--- config.mk ---
export PLATFORM = sky130hd
export DESIGN_NAME = json_string_unescaper
export DESIGN_NICKNAME = d
export VERILOG_FILES = /design/src/design/jsu_pkg.sv /design/src/design/jsu_decode.sv /design/src/design/json_string_unescaper.sv
export SDC_FILE = /design/constraint.sdc
export NUM_CORES = 1
export LEC_CHECK = 0
export BUFFER_PORTS_ARGS = -buffer_cell sky130_fd_sc_hd__buf_4
export CAP_MARGIN = 0
export CELL_PAD_IN_SITES_DETAIL_PLACEMENT = 0
export CELL_PAD_IN_SITES_GLOBAL_PLACEMENT = 1
export CORE_MARGIN = 2
export CORE_UTILIZATION = 35
export DETAILED_ROUTE_END_ITERATION = 8
export GPL_TIMING_DRIVEN = 0
export PLACE_DENSITY_LB_ADDON = 0.1
export SYNTH_ARGS = -nofsm -noshare
export SYNTH_HDL_FRONTEND = slang
export SYNTH_SLANG_ARGS = --single-unit
export TNS_END_PERCENT = 20
--- constraint.sdc ---
create_clock -name clk -period 4.81 [get_ports clk]
set_clock_uncertainty 0.1 [all_clocks]
set_input_delay 0.962 -clock clk [delete_from_list [all_inputs] [get_ports clk]]
set_output_delay 0.962 -clock clk [all_outputs]
set_load 0.05 [all_outputs]
--- src/design/jsu_pkg.sv ---
package jsu_pkg;

    // One input item: a raw byte of the string body, or an end-of-input mark
    typedef struct packed {
        logic [7:0] data_byte;
        logic       input_end;
    } in_item_t;

    // One result item
    typedef struct packed {
        logic [7:0] out_byte;
        logic [1:0] kind;
        logic [2:0] error_code;
        logic       last_of_run;
    } out_item_t;

    localparam logic [1:0] KIND_BYTE  = 2'd0;
    localparam logic [1:0] KIND_QUOTE = 2'd1;
    localparam logic [1:0] KIND_ERROR = 2'd2;

    localparam logic [2:0] ERR_UNTERMINATED = 3'd0;
    localparam logic [2:0] ERR_CONTROL      = 3'd1;
    localparam logic [2:0] ERR_ESCAPE       = 3'd2;
    localparam logic [2:0] ERR_HEX          = 3'd3;
    localparam logic [2:0] ERR_SURROGATE    = 3'd4;
    localparam logic [2:0] ERR_UTF8         = 3'd5;

    // Most results one item can cause, and the width of a count of them
    localparam int MaxResults = 4;
    localparam int ResCntW    = $clog2(MaxResults + 1);

    typedef enum logic [10:0] {
        MODE_NORMAL  = 11'b000_0000_0001,
        MODE_ESC     = 11'b000_0000_0010,
        MODE_HEX1    = 11'b000_0000_0100,
        MODE_WANT_BS = 11'b000_0000_1000,
        MODE_WANT_U  = 11'b000_0001_0000,
        MODE_HEX2    = 11'b000_0010_0000,
        MODE_U8_ANY  = 11'b000_0100_0000,
        MODE_U8_E0   = 11'b000_1000_0000,
        MODE_U8_ED   = 11'b001_0000_0000,
        MODE_U8_F0   = 11'b010_0000_0000,
        MODE_U8_F4   = 11'b100_0000_0000
    } mode_t;

    // Decoder state; the hex accumulator keeps only the digits before the last one
    typedef struct packed {
        mode_t       mode;
        logic [1:0]  hex_count;
        logic [11:0] hex_acc;
        logic [9:0]  high_surr;
        logic [1:0]  utf8_pending;
    } dec_state_t;

    localparam dec_state_t DEC_STATE_RESET = '{MODE_NORMAL, 2'd0, 12'd0, 10'd0, 2'd0};

endpackage

--- src/design/jsu_decode.sv ---
module jsu_decode
    import jsu_pkg::*;
(
    input  dec_state_t                  state,
    input  in_item_t                    item,
    output dec_state_t                  state_next,
    output out_item_t [MaxResults-1:0]  results,
    output logic [ResCntW-1:0]          count
);

    typedef struct packed {
        logic [MaxResults-1:0][7:0] bytes;
        logic [ResCntW-1:0]         n;
    } utf8_seq_t;

    function automatic utf8_seq_t utf8_encode(input logic [20:0] cp);
        utf8_seq_t s;
        s.bytes = '0;
        if (cp < 21'h80) begin
            s.bytes[0] = cp[7:0];
            s.n        = ResCntW'(1);
        end
        else if (cp < 21'h800) begin
            s.bytes[0] = {3'b110, cp[10:6]};
            s.bytes[1] = {2'b10, cp[5:0]};
            s.n        = ResCntW'(2);
        end
        else if (cp < 21'h10000) begin
            s.bytes[0] = {4'b1110, cp[15:12]};
            s.bytes[1] = {2'b10, cp[11:6]};
            s.bytes[2] = {2'b10, cp[5:0]};
            s.n        = ResCntW'(3);
        end
        else begin
            s.bytes[0] = {5'b11110, cp[20:18]};
            s.bytes[1] = {2'b10, cp[17:12]};
            s.bytes[2] = {2'b10, cp[11:6]};
            s.bytes[3] = {2'b10, cp[5:0]};
            s.n        = ResCntW'(4);
        end
        return s;
    endfunction

    // Bit 4 flags a valid hex digit, bits 3:0 hold its value
    function automatic logic [4:0] hex_digit(input logic [7:0] b);
        logic [4:0] r;
        if (b inside {[8'h30:8'h39]})
            r = {1'b1, 4'(b - 8'h30)};
        else if (b inside {[8'h41:8'h46]})
            r = {1'b1, 4'(b - 8'h37)};
        else if (b inside {[8'h61:8'h66]})
            r = {1'b1, 4'(b - 8'h57)};
        else
            r = 5'd0;
        return r;
    endfunction

    logic [7:0]  b;
    logic [4:0]  hd;
    logic [15:0] hex_val;
    logic        do_fail;
    logic [2:0]  fail_code;
    logic        do_quote;
    logic        do_byte;
    logic [7:0]  one_byte;
    logic        do_cp;
    logic [20:0] cp;
    logic [7:0]  cont_lo;
    logic [7:0]  cont_hi;
    logic [1:0]  pending_dec;
    utf8_seq_t   seq;

    assign b       = item.data_byte;
    assign hd      = hex_digit(b);
    assign hex_val = {state.hex_acc, hd[3:0]};

    always_comb
    begin
        state_next  = state;
        do_fail     = 1'b0;
        fail_code   = ERR_UNTERMINATED;
        do_quote    = 1'b0;
        do_byte     = 1'b0;
        one_byte    = b;
        do_cp       = 1'b0;
        cp          = '0;
        cont_lo     = 8'h80;
        cont_hi     = 8'hBF;
        pending_dec = state.utf8_pending - 2'd1;

        if (item.input_end) begin
            do_fail   = 1'b1;
            fail_code = ERR_UNTERMINATED;
        end
        else begin
            case (state.mode)
                MODE_NORMAL:
                begin
                    if (b == 8'h22)
                        do_quote = 1'b1;
                    else if (b == 8'h5C)
                        state_next.mode = MODE_ESC;
                    else if (b < 8'd32) begin
                        do_fail   = 1'b1;
                        fail_code = ERR_CONTROL;
                    end
                    else if (b < 8'd128)
                        do_byte = 1'b1;
                    else begin
                        // Lead byte: pick the range the continuations must fall in
                        do_byte = 1'b1;
                        if (b inside {[8'hC2:8'hDF]}) begin
                            state_next.utf8_pending = 2'd1;
                            state_next.mode         = MODE_U8_ANY;
                        end
                        else if (b == 8'hE0) begin
                            state_next.utf8_pending = 2'd2;
                            state_next.mode         = MODE_U8_E0;
                        end
                        else if (b == 8'hED) begin
                            state_next.utf8_pending = 2'd2;
                            state_next.mode         = MODE_U8_ED;
                        end
                        else if (b inside {[8'hE1:8'hEF]}) begin
                            state_next.utf8_pending = 2'd2;
                            state_next.mode         = MODE_U8_ANY;
                        end
                        else if (b == 8'hF0) begin
                            state_next.utf8_pending = 2'd3;
                            state_next.mode         = MODE_U8_F0;
                        end
                        else if (b inside {[8'hF1:8'hF3]}) begin
                            state_next.utf8_pending = 2'd3;
                            state_next.mode         = MODE_U8_ANY;
                        end
                        else if (b == 8'hF4) begin
                            state_next.utf8_pending = 2'd3;
                            state_next.mode         = MODE_U8_F4;
                        end
                        else begin
                            do_byte   = 1'b0;
                            do_fail   = 1'b1;
                            fail_code = ERR_UTF8;
                        end
                    end
                end
                MODE_ESC:
                begin
                    state_next.mode = MODE_NORMAL;
                    do_byte         = 1'b1;
                    case (b)
                        8'h22, 8'h5C, 8'h2F: one_byte = b;
                        8'h62:               one_byte = 8'h08;
                        8'h66:               one_byte = 8'h0C;
                        8'h6E:               one_byte = 8'h0A;
                        8'h72:               one_byte = 8'h0D;
                        8'h74:               one_byte = 8'h09;
                        8'h75:
                        begin
                            do_byte              = 1'b0;
                            state_next.mode      = MODE_HEX1;
                            state_next.hex_count = 2'd0;
                            state_next.hex_acc   = '0;
                        end
                        default:
                        begin
                            do_byte   = 1'b0;
                            do_fail   = 1'b1;
                            fail_code = ERR_ESCAPE;
                        end
                    endcase
                end
                MODE_HEX1, MODE_HEX2:
                begin
                    if (!hd[4]) begin
                        do_fail   = 1'b1;
                        fail_code = ERR_HEX;
                    end
                    else if (state.hex_count != 2'd3) begin
                        state_next.hex_count = state.hex_count + 2'd1;
                        state_next.hex_acc   = {state.hex_acc[7:0], hd[3:0]};
                    end
                    else begin
                        state_next.hex_count = 2'd0;
                        state_next.hex_acc   = '0;
                        if (state.mode == MODE_HEX1) begin
                            if (hex_val inside {[16'hD800:16'hDBFF]}) begin
                                state_next.high_surr = hex_val[9:0];
                                state_next.mode      = MODE_WANT_BS;
                            end
                            else if (hex_val inside {[16'hDC00:16'hDFFF]}) begin
                                do_fail   = 1'b1;
                                fail_code = ERR_SURROGATE;
                            end
                            else begin
                                state_next.mode = MODE_NORMAL;
                                do_cp           = 1'b1;
                                cp              = {5'd0, hex_val};
                            end
                        end
                        else begin
                            if (!(hex_val inside {[16'hDC00:16'hDFFF]})) begin
                                do_fail   = 1'b1;
                                fail_code = ERR_SURROGATE;
                            end
                            else begin
                                // Pair value: 0x10000 plus high and low offsets
                                state_next.mode      = MODE_NORMAL;
                                state_next.high_surr = '0;
                                do_cp                = 1'b1;
                                cp = 21'h10000 + {1'b0, state.high_surr, hex_val[9:0]};
                            end
                        end
                    end
                end
                MODE_WANT_BS:
                begin
                    if (b != 8'h5C) begin
                        do_fail   = 1'b1;
                        fail_code = ERR_SURROGATE;
                    end
                    else
                        state_next.mode = MODE_WANT_U;
                end
                MODE_WANT_U:
                begin
                    if (b != 8'h75) begin
                        do_fail   = 1'b1;
                        fail_code = ERR_SURROGATE;
                    end
                    else begin
                        state_next.mode      = MODE_HEX2;
                        state_next.hex_count = 2'd0;
                        state_next.hex_acc   = '0;
                    end
                end
                MODE_U8_ANY, MODE_U8_E0, MODE_U8_ED, MODE_U8_F0, MODE_U8_F4:
                begin
                    if (state.mode == MODE_U8_E0)
                        cont_lo = 8'hA0;
                    else if (state.mode == MODE_U8_ED)
                        cont_hi = 8'h9F;
                    else if (state.mode == MODE_U8_F0)
                        cont_lo = 8'h90;
                    else if (state.mode == MODE_U8_F4)
                        cont_hi = 8'h8F;
                    if (b < cont_lo || b > cont_hi) begin
                        do_fail   = 1'b1;
                        fail_code = ERR_UTF8;
                    end
                    else begin
                        do_byte                 = 1'b1;
                        state_next.utf8_pending = pending_dec;
                        state_next.mode = (pending_dec != 2'd0) ? MODE_U8_ANY : MODE_NORMAL;
                    end
                end
                default:
                    state_next = DEC_STATE_RESET;
            endcase
        end

        // Drop back to the start of a string after a quote or an error
        if (do_fail || do_quote)
            state_next = DEC_STATE_RESET;
    end

    assign seq = utf8_encode(cp);

    always_comb
    begin
        results = '0;
        count   = '0;
        if (do_fail) begin
            results[0].kind       = KIND_ERROR;
            results[0].error_code = fail_code;
            count                 = ResCntW'(1);
        end
        else if (do_quote) begin
            results[0].kind = KIND_QUOTE;
            count           = ResCntW'(1);
        end
        else if (do_byte) begin
            results[0].out_byte = one_byte;
            results[0].kind     = KIND_BYTE;
            count               = ResCntW'(1);
        end
        else if (do_cp) begin
            for (int i = 0; i < MaxResults; i++) begin
                results[i].out_byte = seq.bytes[i];
                results[i].kind     = KIND_BYTE;
            end
            count = seq.n;
        end
        for (int i = 0; i < MaxResults; i++)
            results[i].last_of_run = (ResCntW'(i + 1) == count);
    end

endmodule

--- src/design/json_string_unescaper.sv ---
// Channel   Signals                                Moves
// ------    -------------------------------------  ----------------------------------
// byte      byte_valid, byte_ready, byte_item      raw string byte or end-of-input
// res       res_valid, res_ready, res_item         decoded byte, quote or error
//
// An item is registered on entry in the input register, decoded, and its results are loaded
// into a four-deep result buffer, from which the first result is offered.
// The result port drains one result per cycle while res_ready is high, so an item with n
// results (n is 1 to 4) keeps the next item waiting until its last result leaves; items with
// no result only update the decoder state. Single-result items stream at one per cycle while res_ready stays high.
// Reset clears the decoder state and the valid flags of the input register and result buffer.
module json_string_unescaper
    import jsu_pkg::*;
(
    input  logic      clk,
    input  logic      rst_n,
    input  logic      byte_valid,
    output logic      byte_ready,
    input  in_item_t  byte_item,
    output logic      res_valid,
    input  logic      res_ready,
    output out_item_t res_item
);

    logic                       in_valid_reg;
    in_item_t                   in_item_reg;
    dec_state_t                 state_reg;
    dec_state_t                 state_next;
    out_item_t [MaxResults-1:0] buf_reg;
    logic [ResCntW-1:0]         buf_cnt_reg;
    out_item_t [MaxResults-1:0] dec_results;
    logic [ResCntW-1:0]         dec_count;
    logic                       pop;
    logic                       buf_free;
    logic                       take;

    jsu_decode u_decode (
        .state      (state_reg),
        .item       (in_item_reg),
        .state_next (state_next),
        .results    (dec_results),
        .count      (dec_count)
    );

    assign res_valid  = (buf_cnt_reg != '0);
    assign res_item   = buf_reg[0];
    assign pop        = res_valid && res_ready;
    // Buffer can take new results when empty or when its last one leaves now
    assign buf_free   = (buf_cnt_reg == '0) || (pop && buf_cnt_reg == ResCntW'(1));
    assign take       = in_valid_reg && buf_free;
    assign byte_ready = !in_valid_reg || take;

    always_ff @(posedge clk or negedge rst_n)
    begin
        if (!rst_n) begin
            in_valid_reg <= 1'b0;
            state_reg    <= DEC_STATE_RESET;
            buf_cnt_reg  <= '0;
        end
        else begin
            if (byte_ready)
                in_valid_reg <= byte_valid;
            if (take)
                state_reg <= state_next;
            if (take && dec_count != '0)
                buf_cnt_reg <= dec_count;
            else if (pop)
                buf_cnt_reg <= buf_cnt_reg - ResCntW'(1);
        end
    end

    always_ff @(posedge clk)
    begin
        if (byte_valid && byte_ready)
            in_item_reg <= byte_item;
        if (take && dec_count != '0)
            buf_reg <= dec_results;
        else if (pop) begin
            // Advance the queue by one result
            for (int i = 0; i < MaxResults - 1; i++)
                buf_reg[i] <= buf_reg[i + 1];
        end
    end

    a_cnt_bound: assert property (@(posedge clk) disable iff (!rst_n)
        buf_cnt_reg <= ResCntW'(MaxResults))
        else $error("result buffer count above depth");

    a_run_continues: assert property (@(posedge clk) disable iff (!rst_n)
        res_valid && !res_item.last_of_run |=> res_valid)
        else $error("result run ended without last_of_run");

    a_end_is_last: assert property (@(posedge clk) disable iff (!rst_n)
        res_valid && res_item.kind != KIND_BYTE |-> res_item.last_of_run)
        else $error("quote or error result not last of its run");

    a_end_resets: assert property (@(posedge clk) disable iff (!rst_n)
        take && dec_count == ResCntW'(1) && dec_results[0].kind != KIND_BYTE
        |=> state_reg == DEC_STATE_RESET)
        else $error("decoder state not cleared after quote or error");

endmodule

==> run_results.csv, run 1 <==
group,metric,value,unit
outcome,status,"finished, final reports clean",
clocking,cts_hold_buf,0,
placed_design,place_hpwl,13200,µm
setup_path,cp_slowest_cell,"dfrtp_1",
sta,slew_violations,0,
power,p_sw_frac,0.435,
setup_path,path_cells,"or3_4 > or3_4 > nor3_4 > ha_1 > a21oi_1 > a31oi_1 > nor4b_2 > buf_4 > a2111oi_2 > or2_2 > or3_1 > buf_2 > o41ai_4 > buf_6 > inv_2 > buf_4 > nor2_1 > a21oi_1",
clocking,cts_buffer_depth,2,
yosys,ys_seq_area_frac,0.439,
yosys,synth_top_area_share,0.254,
setup_path,cp_num_cells,18,
placed_design,place_congestion,0.903,
sta,timing.fmax,213,MHz
setup_path,crit_family,"simple AND/OR/NAND/NOR gates",
layout,syn2layout_area_growth,15.9,%
setup_path,end_kind,"flop",
layout,final_layout_size_suffix_gt1_frac,0.159,
sta,finalSetupViolations,0,
setup_path,worst-path-buf-inv,5,
setup_path,crit_required,4.81,ns
setup_path,r2r_end,"buf_reg[21]",
global_routing,grt_pass1_wl,27700,µm
clocking,cts_buffers,9,
clocking,ctsHtreeMaxLevel,3,
setup_path,startpoint,"state_reg[29]",
detailed_routing,dr_total_vias,4972,
yosys,synth.top_cells.by_area,"edfxtp_1 25%, dfrtp_1 18%, nand2_1 5.7%, nor2_1 3.5%, o21ai_0 3.1%",
global_routing,grtUsageTotal,0.218,
sta,hold_viol,0,
global_routing,met2_usage,0.361,
setup_path,cp.arrival,4.70,ns
sta,finalWorstSetupSlack,0.117,ns
min_path,hold_class,"flop to flop",
yosys,synth_top_family_by_area,"simple AND/OR/NAND/NOR gates",
floorplan,core_area,15700,µm²
sta,worst_pin_slew,1.13,ns
power,ir_drop,0.276,mV
power,fin_total_pwr,3480,µW
power,p_sw,1520,µW
placed_design,portBuffers,28,
detailed_routing,drtIter0Drc,446,
setup_path,crit_path_end,"buf_reg[21]",
clocking,clock-root-buffer,"clkbuf_16",
yosys,postSynthCellCount,615,
setup_path,max_stage_delay,0.46,ns
power,seq_power_share,0.330,
floorplan,die_x,130,µm
power,power_leakage,0.00252,µW
layout,diodes,0,
yosys,ys_warn_count,0,
sta,slew_headroom,0.238,
detailed_routing,post_drt_wl_per_cell,20.3,µm
global_routing,use_met3,0.0308,
floorplan,start_util,0.354,
global_routing,grt_antenna_before_repair,0,
detailed_routing,drtPass1Iterations,5,
yosys,synth_top_area_cell,"edfxtp_1",
yosys,netlist_area,5560,µm²
global_routing,top_usage_layer,"met2",
setup_path,path_class,"flop to flop",
detailed_routing,via_per_inst,5.66,
global_routing,grt_max_degree,42,
yosys,syn_avg_cell_area,9.04,µm²
run,maxCapViolations,0,
setup_path,critPathMaxFanout,17,
placed_design,post-place-ws,-1.13,ns
global_routing,grt_overflow,0,
yosys,synthMuxAreaShare,0.0151,
setup_path,rrSetupSlack,0.12,ns
yosys,synthSimpleGateAreaFrac,0.235,
setup_path,r2r.worst_path.cells,18,
floorplan,die_h,130,µm
clocking,insertion_delay,0.35,ns
yosys,syn_nets,641,
sta,finalHoldWorstSlack,0.403,ns
setup_path,worst_r2r_startpoint,"state_reg[29]",
global_routing,grt_pass1_vias,4677,
yosys,async_flop_share,0.466,
yosys,synth_edf_count,47,
detailed_routing,wirelength,17800,µm
clocking,path_clk_slew,0.07,ns
detailed_routing,ant_nets,0,
layout,largest_register_ffs,37,
yosys,synth_compound_gate_area_share,0.211,
yosys,synth_ff_type,"edfxtp_1",
yosys,ys_top_cells_by_count,"85 x nand2_1, 52 x nor2_1, 47 x edfxtp_1, 40 x dfrtp_1, 34 x o21ai_0",
power,p_clk_frac,0.198,
sta,finalCriticalPeriod,4.69,ns
power,internal_power,1970,µW
floorplan,dieArea,16900,µm²
yosys,yosys.cell_count.top_type,"nand2_1",
sta,finalCritPeriodShare,0.976,
power,power.density,541,nW/µm²
floorplan,rows,46,
clocking,cts_tree,"yes",
layout,final_nets,683,
clocking,clkSinkCount,88,
power,power_frac_comb,0.472,
floorplan,ioPinCount,29,
global_routing,use_met1,0.301,
yosys,ys_ff_latch,88,
yosys,synth_xor_area_frac,0.0110,
yosys,synth_cell_types,68,
layout,fin_util,0.410,
detailed_routing,post-route-drc-count,0,
yosys,synth-adder-area-share,0.0293,
setup_path,critPathLaunchType,"flop",
-- power groups by stage --
stage	combinational, µW	clock [µW]	sequential [µW]
5_1_grt	1800	730	1170
4_1_cts	1630	709	1150
3_5_place_dp	1580	0	1170
2_1_floorplan	1130	0	1140
6_report	1640	690	1150
3_3_place_gp	1570	0	1160
-- kinds of logic after synthesis --
group,Yosys count
flops,88
mux,8
buf+inv,67
xor+xnor,7
simple gates,262
fa+ha+maj,13
compound gates,170
-- layout by cell type (no fill, tap or decap), types with 19 or more instances in the layout --
cell type,Yosys,final
a21oi_1,29,29
edfxtp_1,47,47
nand2_1,85,84
nand3_1,24,24
clkbuf_1,22,19
o31ai_1,20,20
dfrtp_1,40,40
o21ai_0,34,34
nor2_1,52,51
buf_4,18,50
-- metal layers --
layer / up-vias / routed length [µm]
met1: 2460 / 8220
met5: - / 0
met3: 19 / 680
li1: 2371 / -
met4: 0 / 268
met2: 122 / 8620
-- final cells by class --
class / instances / area, µm²
Timing Repair Buffer: 32 / 244
Inverter: 18 / 67.6
Buffer: 48 / 263
Fill cell: 1602 / 9280
Tap cell: 216 / 270
Clock buffer: 9 / 225
Clock inverter: 7 / 65.1
Multi-Input combinational cell: 460 / 2860
Sequential cell: 88 / 2440
-- how the worst min path moves through the flow --
stage,startpoint,endpoint,slack (ns),cells past startpoint
5_1_grt,state_reg[1],state_reg[1],0.43,1
2_1_floorplan,state_reg[2],state_reg[2],0.34,2
4_1_cts,state_reg[25],state_reg[25],0.40,2
3_3_place_gp,state_reg[2],state_reg[2],0.36,2
6_report,state_reg[25],state_reg[25],0.40,2
3_5_place_dp,state_reg[25],state_reg[25],0.39,2
-- worst reg2reg max path, stage by stage (launching register included) --
cell,delay [ns]
dfrtp_1,0.46
or3_4,0.45
or3_4,0.39
nor3_4,0.22
ha_1,0.27
a21oi_1,0.13
a31oi_1,0.06
nor4b_2,0.28
buf_4,0.17
a2111oi_2,0.09
or2_2,0.34
or3_1,0.36
buf_2,0.18
o41ai_4,0.36
buf_6,0.19
inv_2,0.05
buf_4,0.20
nor2_1,0.11
a21oi_1,0.04
-- per-stage QoR --
step           cell area, µm²  instances  TNS (ns)
3_3_place_gp             6040        859    -63.79
5_1_grt                  6440        878   -0.0133
2_1_floorplan            5560        615         0
3_5_place_dp             6040        859    -67.48
4_1_cts                  6400        878    -0.406
6_report                 6440        878         0
-- what timing repair did --
item | 4_1_cts | 5_1_grt
buffers inserted | 3 | 1
pin swaps | 1 | 1
setup endpoints to repair | 101 | 101
cloned | 0 | 0
endpoints found under the hold margin | 0 | 0
resized for setup | 7 | 13
Power figures use the tool's default switching activity.
==> run 2: changes to the inputs <==
CORE_ASPECT_RATIO = 0.9   (was unset)
==> run_results.csv, run 2 (same netlist as run 1, synthesis figures left out) <==
group,metric,value,unit
sta,finalSetupViolations,0,
sta,fin_tns_setup,0,ns
setup_path,end_kind,"flop",
global_routing,grt_pass1_vias,4622,
global_routing,grt_max_degree,42,
setup_path,critPathMaxFanout,10,
setup_path,path_class,"flop to flop",
layout,final_cell_mix,"84 x nand2_1, 51 x nor2_1, 47 x buf_4, 47 x edfxtp_1, 40 x dfrtp_1",
global_routing,grt_pass1_wl,27700,µm
floorplan,ioPinCount,29,
power,ir_drop,0.285,mV
detailed_routing,ant_nets,0,
sta,finalCriticalPeriod,4.67,ns
layout,final_layout_size_suffix_gt1_frac,0.159,
clocking,insertion_delay,0.36,ns
placed_design,place_hpwl,13400,µm
floorplan,start_util,0.359,
min_path,min_from,"state_reg[25]",
clocking,clock-root-buffer,"clkbuf_16",
clocking,cts_tree,"yes",
sta,hold_viol,0,
clocking,cts_buffers,9,
layout,fillers,1571,
detailed_routing,post_drt_wl_per_cell,20.7,µm
global_routing,grt_overflow,0,
detailed_routing,via_per_inst,5.79,
clocking,path_clk_slew,0.08,ns
detailed_routing,wirelength,17900,µm
layout,fin_cells,862,
sta,worst_pin_slew,1.37,ns
detailed_routing,drtPass1Iterations,5,
sta,slew_violations,0,
layout,diodes,0,
floorplan,die_h,124,µm
power,fin_total_pwr,3590,µW
detailed_routing,drtIter0Drc,458,
run,maxCapViolations,0,
placed_design,portBuffers,28,
sta,finalCritPeriodShare,0.970,
layout,final_nets,681,
setup_path,critPathLaunchType,"flop",
detailed_routing,post-route-drc-count,0,
clocking,cts_buffer_depth,2,
floorplan,core_area,15500,µm²
setup_path,cp.arrival,4.71,ns
sta,slew_headroom,0.0761,
power,power_leakage,0.00254,µW
floorplan,rows,43,
min_path,hold_class,"flop to flop",
layout,final_common_cell,"nand2_1",
global_routing,grtUsageTotal,0.224,
layout,syn2layout_area_growth,16.4,%
placed_design,dp.cells,845,
sta,timing.fmax,214,MHz
setup_path,startpoint,"state_reg[29]",
outcome,status,"finished, final reports clean",
clocking,ctsHtreeMaxLevel,3,
layout,largest_register_ffs,37,
power,power.density,554,nW/µm²
setup_path,worst_r2r_startpoint,"state_reg[29]",
setup_path,crit_required,4.86,ns
clocking,clkSinkCount,88,
placed_design,place_congestion,0.918,
sta,rsz0062_at_grt,"no",
floorplan,die_x,137,µm
detailed_routing,dr_total_vias,4991,
global_routing,grt_antenna_before_repair,0,
floorplan,dieArea,16900,µm²
[run 2: cell types whose count changed in the layout (fill, tap and decap cells not counted), sizes merged]
cell      change
buf           -3
bufinv        +1
clkbuf        +1
clkinv        -2
clkinvlp      -1
inv           +2
[run 2: power by group]
part / total, µW / switching (µW) / internal (µW)
sequential: 1150 / 76.2 / 1070
clock: 761 / 345 / 416
combinational: 1680 / 1130 / 551
total: 3590 / 1550 / 2040
[run 2: stage by stage]
stage               instance area [µm²]  hold slack [ns]  setup slack [ns]  utilization
global route                       6470            0.408            0.0178        0.417
floorplan                          5560            0.343             0.238            -
CTS                                6420            0.393            0.0173        0.414
global placement                   6020            0.369            -0.869        0.389
detailed placement                 6020            0.378            -0.857        0.389
finish                             6470            0.394             0.144        0.417
[run 2: layout make-up]
class | instances | area, µm² | area share
multi-input cells | 460 | 2890 | 0.446
flip-flops and latches | 88 | 2440 | 0.377
plain buffers | 47 | 258 | 0.0398
well taps | 202 | 253 | 0.0391
repair buffers | 31 | 249 | 0.0385
clock buffers | 9 | 225 | 0.0348
clock inverters | 7 | 87.6 | 0.0135
inverters | 18 | 70.1 | 0.0108
[run 2: worst max-delay path, cell delays in order (launching register included)]
cell       delay (ns)
dfrtp_1          0.47
or3_4            0.45
or3_4            0.38
nor4b_4          0.26
ha_1             0.15
and3_1           0.15
a31oi_1          0.15
nor4b_4          0.34
a2111oi_4        0.14
or2_2            0.35
or3_1            0.35
buf_2            0.18
o41ai_4          0.36
buf_6            0.19
buf_12           0.11
buf_4            0.17
nand2_1          0.07
o31ai_1          0.09
[run 2: worst paths after layout]
path | end | slack [ns] | cells after the start
max reg2reg | buf_reg[34] | 0.14 | 17
min reg2reg | state_reg[25] | 0.39 | 2
max in group asynchronous | state_reg[9] | 3.69 | 1
min | state_reg[25] | 0.39 | 2
min in group asynchronous | state_reg[34] | 0.50 | 1
max | buf_reg[34] | 0.14 | 17
[run 2: what timing repair did]
item / in CTS / in global routing
hold buffers: 0 / 0
endpoints found under the setup margin: 102 / 89
pin swaps: 2 / 1
resized for setup: 11 / 13
buffers inserted: 3 / 0
[run 2: per-layer routing]
metal	global-route usage	vias to the layer above	wire (µm)
met4	0.0515	0	161
met2	0.314	189	7430
met5	0	-	0
met1	0.354	2420	8990
li1	-	2369	-
met3	0.0398	13	1280
==> run 3: changes to the inputs <==
SYNTH_HIERARCHICAL = 1   (was unset)
==> run_results.csv, run 3 <==
group,metric,value,unit
yosys,ys_top_cells_by_count,"65 x edfxtp_1, 64 x nor2_1, 48 x mux2_2, 44 x nand2_1, 40 x dfrtp_1",
sta,finalCriticalPeriod,4.66,ns
yosys,synth_edf_count,65,
floorplan,dieArea,22600,µm²
outcome,status,"finished, final reports clean",
min_path,hold_class,"flop to flop",
run,maxCapViolations,0,
yosys,synth_top_area_cell,"edfxtp_1",
floorplan,start_util,0.358,
power,ir_drop,0.345,mV
min_path,hold_depth,1,
clocking,cts_tree,"yes",
power,fin_total_pwr,4490,µW
setup_path,end_kind,"flop",
power,power.density,519,nW/µm²
global_routing,grt_pass1_wl,33900,µm
sta,hold_viol,0,
global_routing,grt_max_degree,42,
setup_path,cp_slowest_cell,"or4b_2",
layout,diodes,0,
layout,seq_area,2980,µm²
clocking,path_clk_slew,0.08,ns
layout,final_nets,825,
setup_path,critPathMaxFanout,11,
yosys,ys_seq_area_frac,0.398,
clocking,ctsHtreeMaxLevel,3,
global_routing,top_usage_layer,"met2",
yosys,synth_ff_type,"edfxtp_1",
clocking,cts_hold_buf,0,
layout,final_common_cell,"buf_4",
setup_path,r2r.worst_path.cells,16,
placed_design,place_hpwl,16200,µm
global_routing,grt_overflow,0,
sta,finalSetupViolations,0,
sta,finalCritPeriodShare,0.969,
clocking,insertion_delay,0.36,ns
sta,worst_pin_slew,0.951,ns
yosys,netlist_area,7480,µm²
setup_path,max_stage_delay,0.66,ns
detailed_routing,dr_total_vias,6024,
floorplan,rows,50,
layout,final_layout_size_suffix_gt1_frac,0.293,
layout,fin_util,0.414,
clocking,clkSinkCount,106,
detailed_routing,post_drt_wl_per_cell,20.2,µm
layout,largest_register_ffs,42,
setup_path,startpoint,"state_reg[28]",
yosys,ys_warn_count,6,
layout,fillers,2061,
global_routing,grt_antenna_before_repair,0,
yosys,async_flop_share,0.387,
layout,syn2layout_area_growth,15.6,%
detailed_routing,drtIter0Drc,512,
detailed_routing,wirelength,22000,µm
sta,finalWorstSetupSlack,0.147,ns
floorplan,die_x,158,µm
setup_path,cp_num_cells,16,
setup_path,worst_r2r_startpoint,"state_reg[28]",
floorplan,die_h,143,µm
floorplan,ioPinCount,29,
yosys,synth_top_area_share,0.261,
yosys,yosys.cell_count.top_type,"edfxtp_1",
floorplan,core_area,20900,µm²
setup_path,crit_required,4.82,ns
setup_path,cp.arrival,4.67,ns
placed_design,portBuffers,28,
setup_path,worst-path-buf-inv,3,
layout,multi_input_area,4090,µm²
global_routing,use_met3,0.0364,
power,power_leakage,0.00359,µW
placed_design,place_congestion,0.914,
detailed_routing,post-route-drc-count,0,
placed_design,post-place-ws,-1.04,ns
yosys,postSynthCellCount,732,
yosys,synth.top_cells.by_area,"edfxtp_1 26%, dfrtp_1 13%, mux2_4 7.2%, mux2_2 7.2%, buf_4 3.5%",
clocking,clock-root-buffer,"clkbuf_16",
sta,timing.fmax,214,MHz
setup_path,path_class,"flop to flop",
layout,final_cell_mix,"75 x buf_4, 65 x edfxtp_1, 64 x nor2_1, 48 x mux2_2, 43 x nand2_1",
yosys,ys_ff_latch,106,
detailed_routing,via_per_inst,5.53,
yosys,syn_avg_cell_area,10.2,µm²
setup_path,crit_path_end,"buf_reg[37]",
setup_path,path_cells,"nor4_4 > nand2_1 > or2_4 > ha_1 > or4b_2 > or3_4 > a21bo_4 > and3b_2 > nand3b_1 > buf_6 > a211o_1 > nor3_2 > or3_4 > buf_12 > buf_12 > mux2_4",
global_routing,met2_usage,0.302,
clocking,cts_buffer_depth,2,
min_path,min_from,"state_reg[32]",
global_routing,grtUsageTotal,0.200,
sta,slew_violations,0,
setup_path,r2r_end,"buf_reg[37]",
clocking,cts_buffers,9,
sta,fin_tns_setup,0,ns
yosys,synth_cell_types,81,
sta,slew_headroom,0.360,
setup_path,critPathLaunchType,"flop",
global_routing,grt_pass1_vias,5715,
detailed_routing,drtPass1Iterations,5,
setup_path,rrSetupSlack,0.15,ns
sta,finalHoldWorstSlack,0.410,ns
detailed_routing,ant_nets,0,
global_routing,use_met1,0.292,
setup_path,crit_family,"simple AND/OR/NAND/NOR gates",
[run 3: cell count changes after synthesis, sizes merged, moves of 12 or more]
| cell | delta |
|---|---|
| nor2 | +12 |
| o31ai | -15 |
| edfxtp | +18 |
| o21ai | -26 |
| buf | +30 |
| nand2 | -41 |
| a22oi | +16 |
| mux2 | +81 |
[run 3: logic make-up after synthesis]
kind of cell / after synthesis / synth area share
simple gates: 268 / 0.198
flops: 106 / 0.398
other cells: 1 / 0.000501
compound gates: 145 / 0.136
xor+xnor: 7 / 0.00820
mux: 93 / 0.157
buf+inv: 98 / 0.0789
fa+ha+maj: 14 / 0.0234
[run 3: repair_timing]
action,in CTS,in global routing
setup buffers,10,2
cloned,1,0
pin swaps,5,4
endpoints found under the setup margin,101,97
gates resized for setup,18,16
endpoints found under the hold margin,0,0
[run 3: how the worst min path moves through the flow]
stage	slack, ns	endpoint
CTS	0.41	state_reg[18]
floorplan	0.38	state_reg[34]
finish	0.41	state_reg[32]
global route	0.43	state_reg[16]
detailed placement	0.39	state_reg[18]
global placement	0.39	state_reg[15]
[run 3: final cells by class]
type                    instances  area share
multi-input cells             546       0.473
flip-flops and latches        106       0.345
clock buffers                  10      0.0276
plain buffers                  76      0.0625
clock inverters                 6     0.00564
repair buffers                 40      0.0362
inverters                      19     0.00868
well taps                     286      0.0414
[run 3: layer usage]
layer,vias to the layer above,part of all wire
met5,-,0
li1,2830,-
met4,0,0.018
met2,182,0.44
met3,27,0.059
met1,2985,0.48
[run 3: report_power, final]
group          switching (µW)  internal [µW]  total, µW
Combinational            1260            998       2250
Clock                     369            372        741
Sequential                118           1370       1490
Total                    1740           2740       4490
[run 3: per-stage QoR]
step           cells  cell area (µm²)
2_1_floorplan    749             7560
3_3_place_gp    1063             8130
3_5_place_dp    1063             8130
4_1_cts         1089             8590
5_1_grt         1089             8650
6_report        1089             8650
[run 3: worst register-to-register path, stage by stage, from the launching register on]
cell and delay [ns]:
dfrtp_2 0.47, nor4_4 0.34, nand2_1 0.12, or2_4 0.26, ha_1 0.19, or4b_2 0.66, or3_4 0.36, a21bo_4 0.24
and3b_2 0.21, nand3b_1 0.13, buf_6 0.12, a211o_1 0.15, nor3_2 0.07, or3_4 0.34, buf_12 0.17, buf_12 0.17
mux2_4 0.31
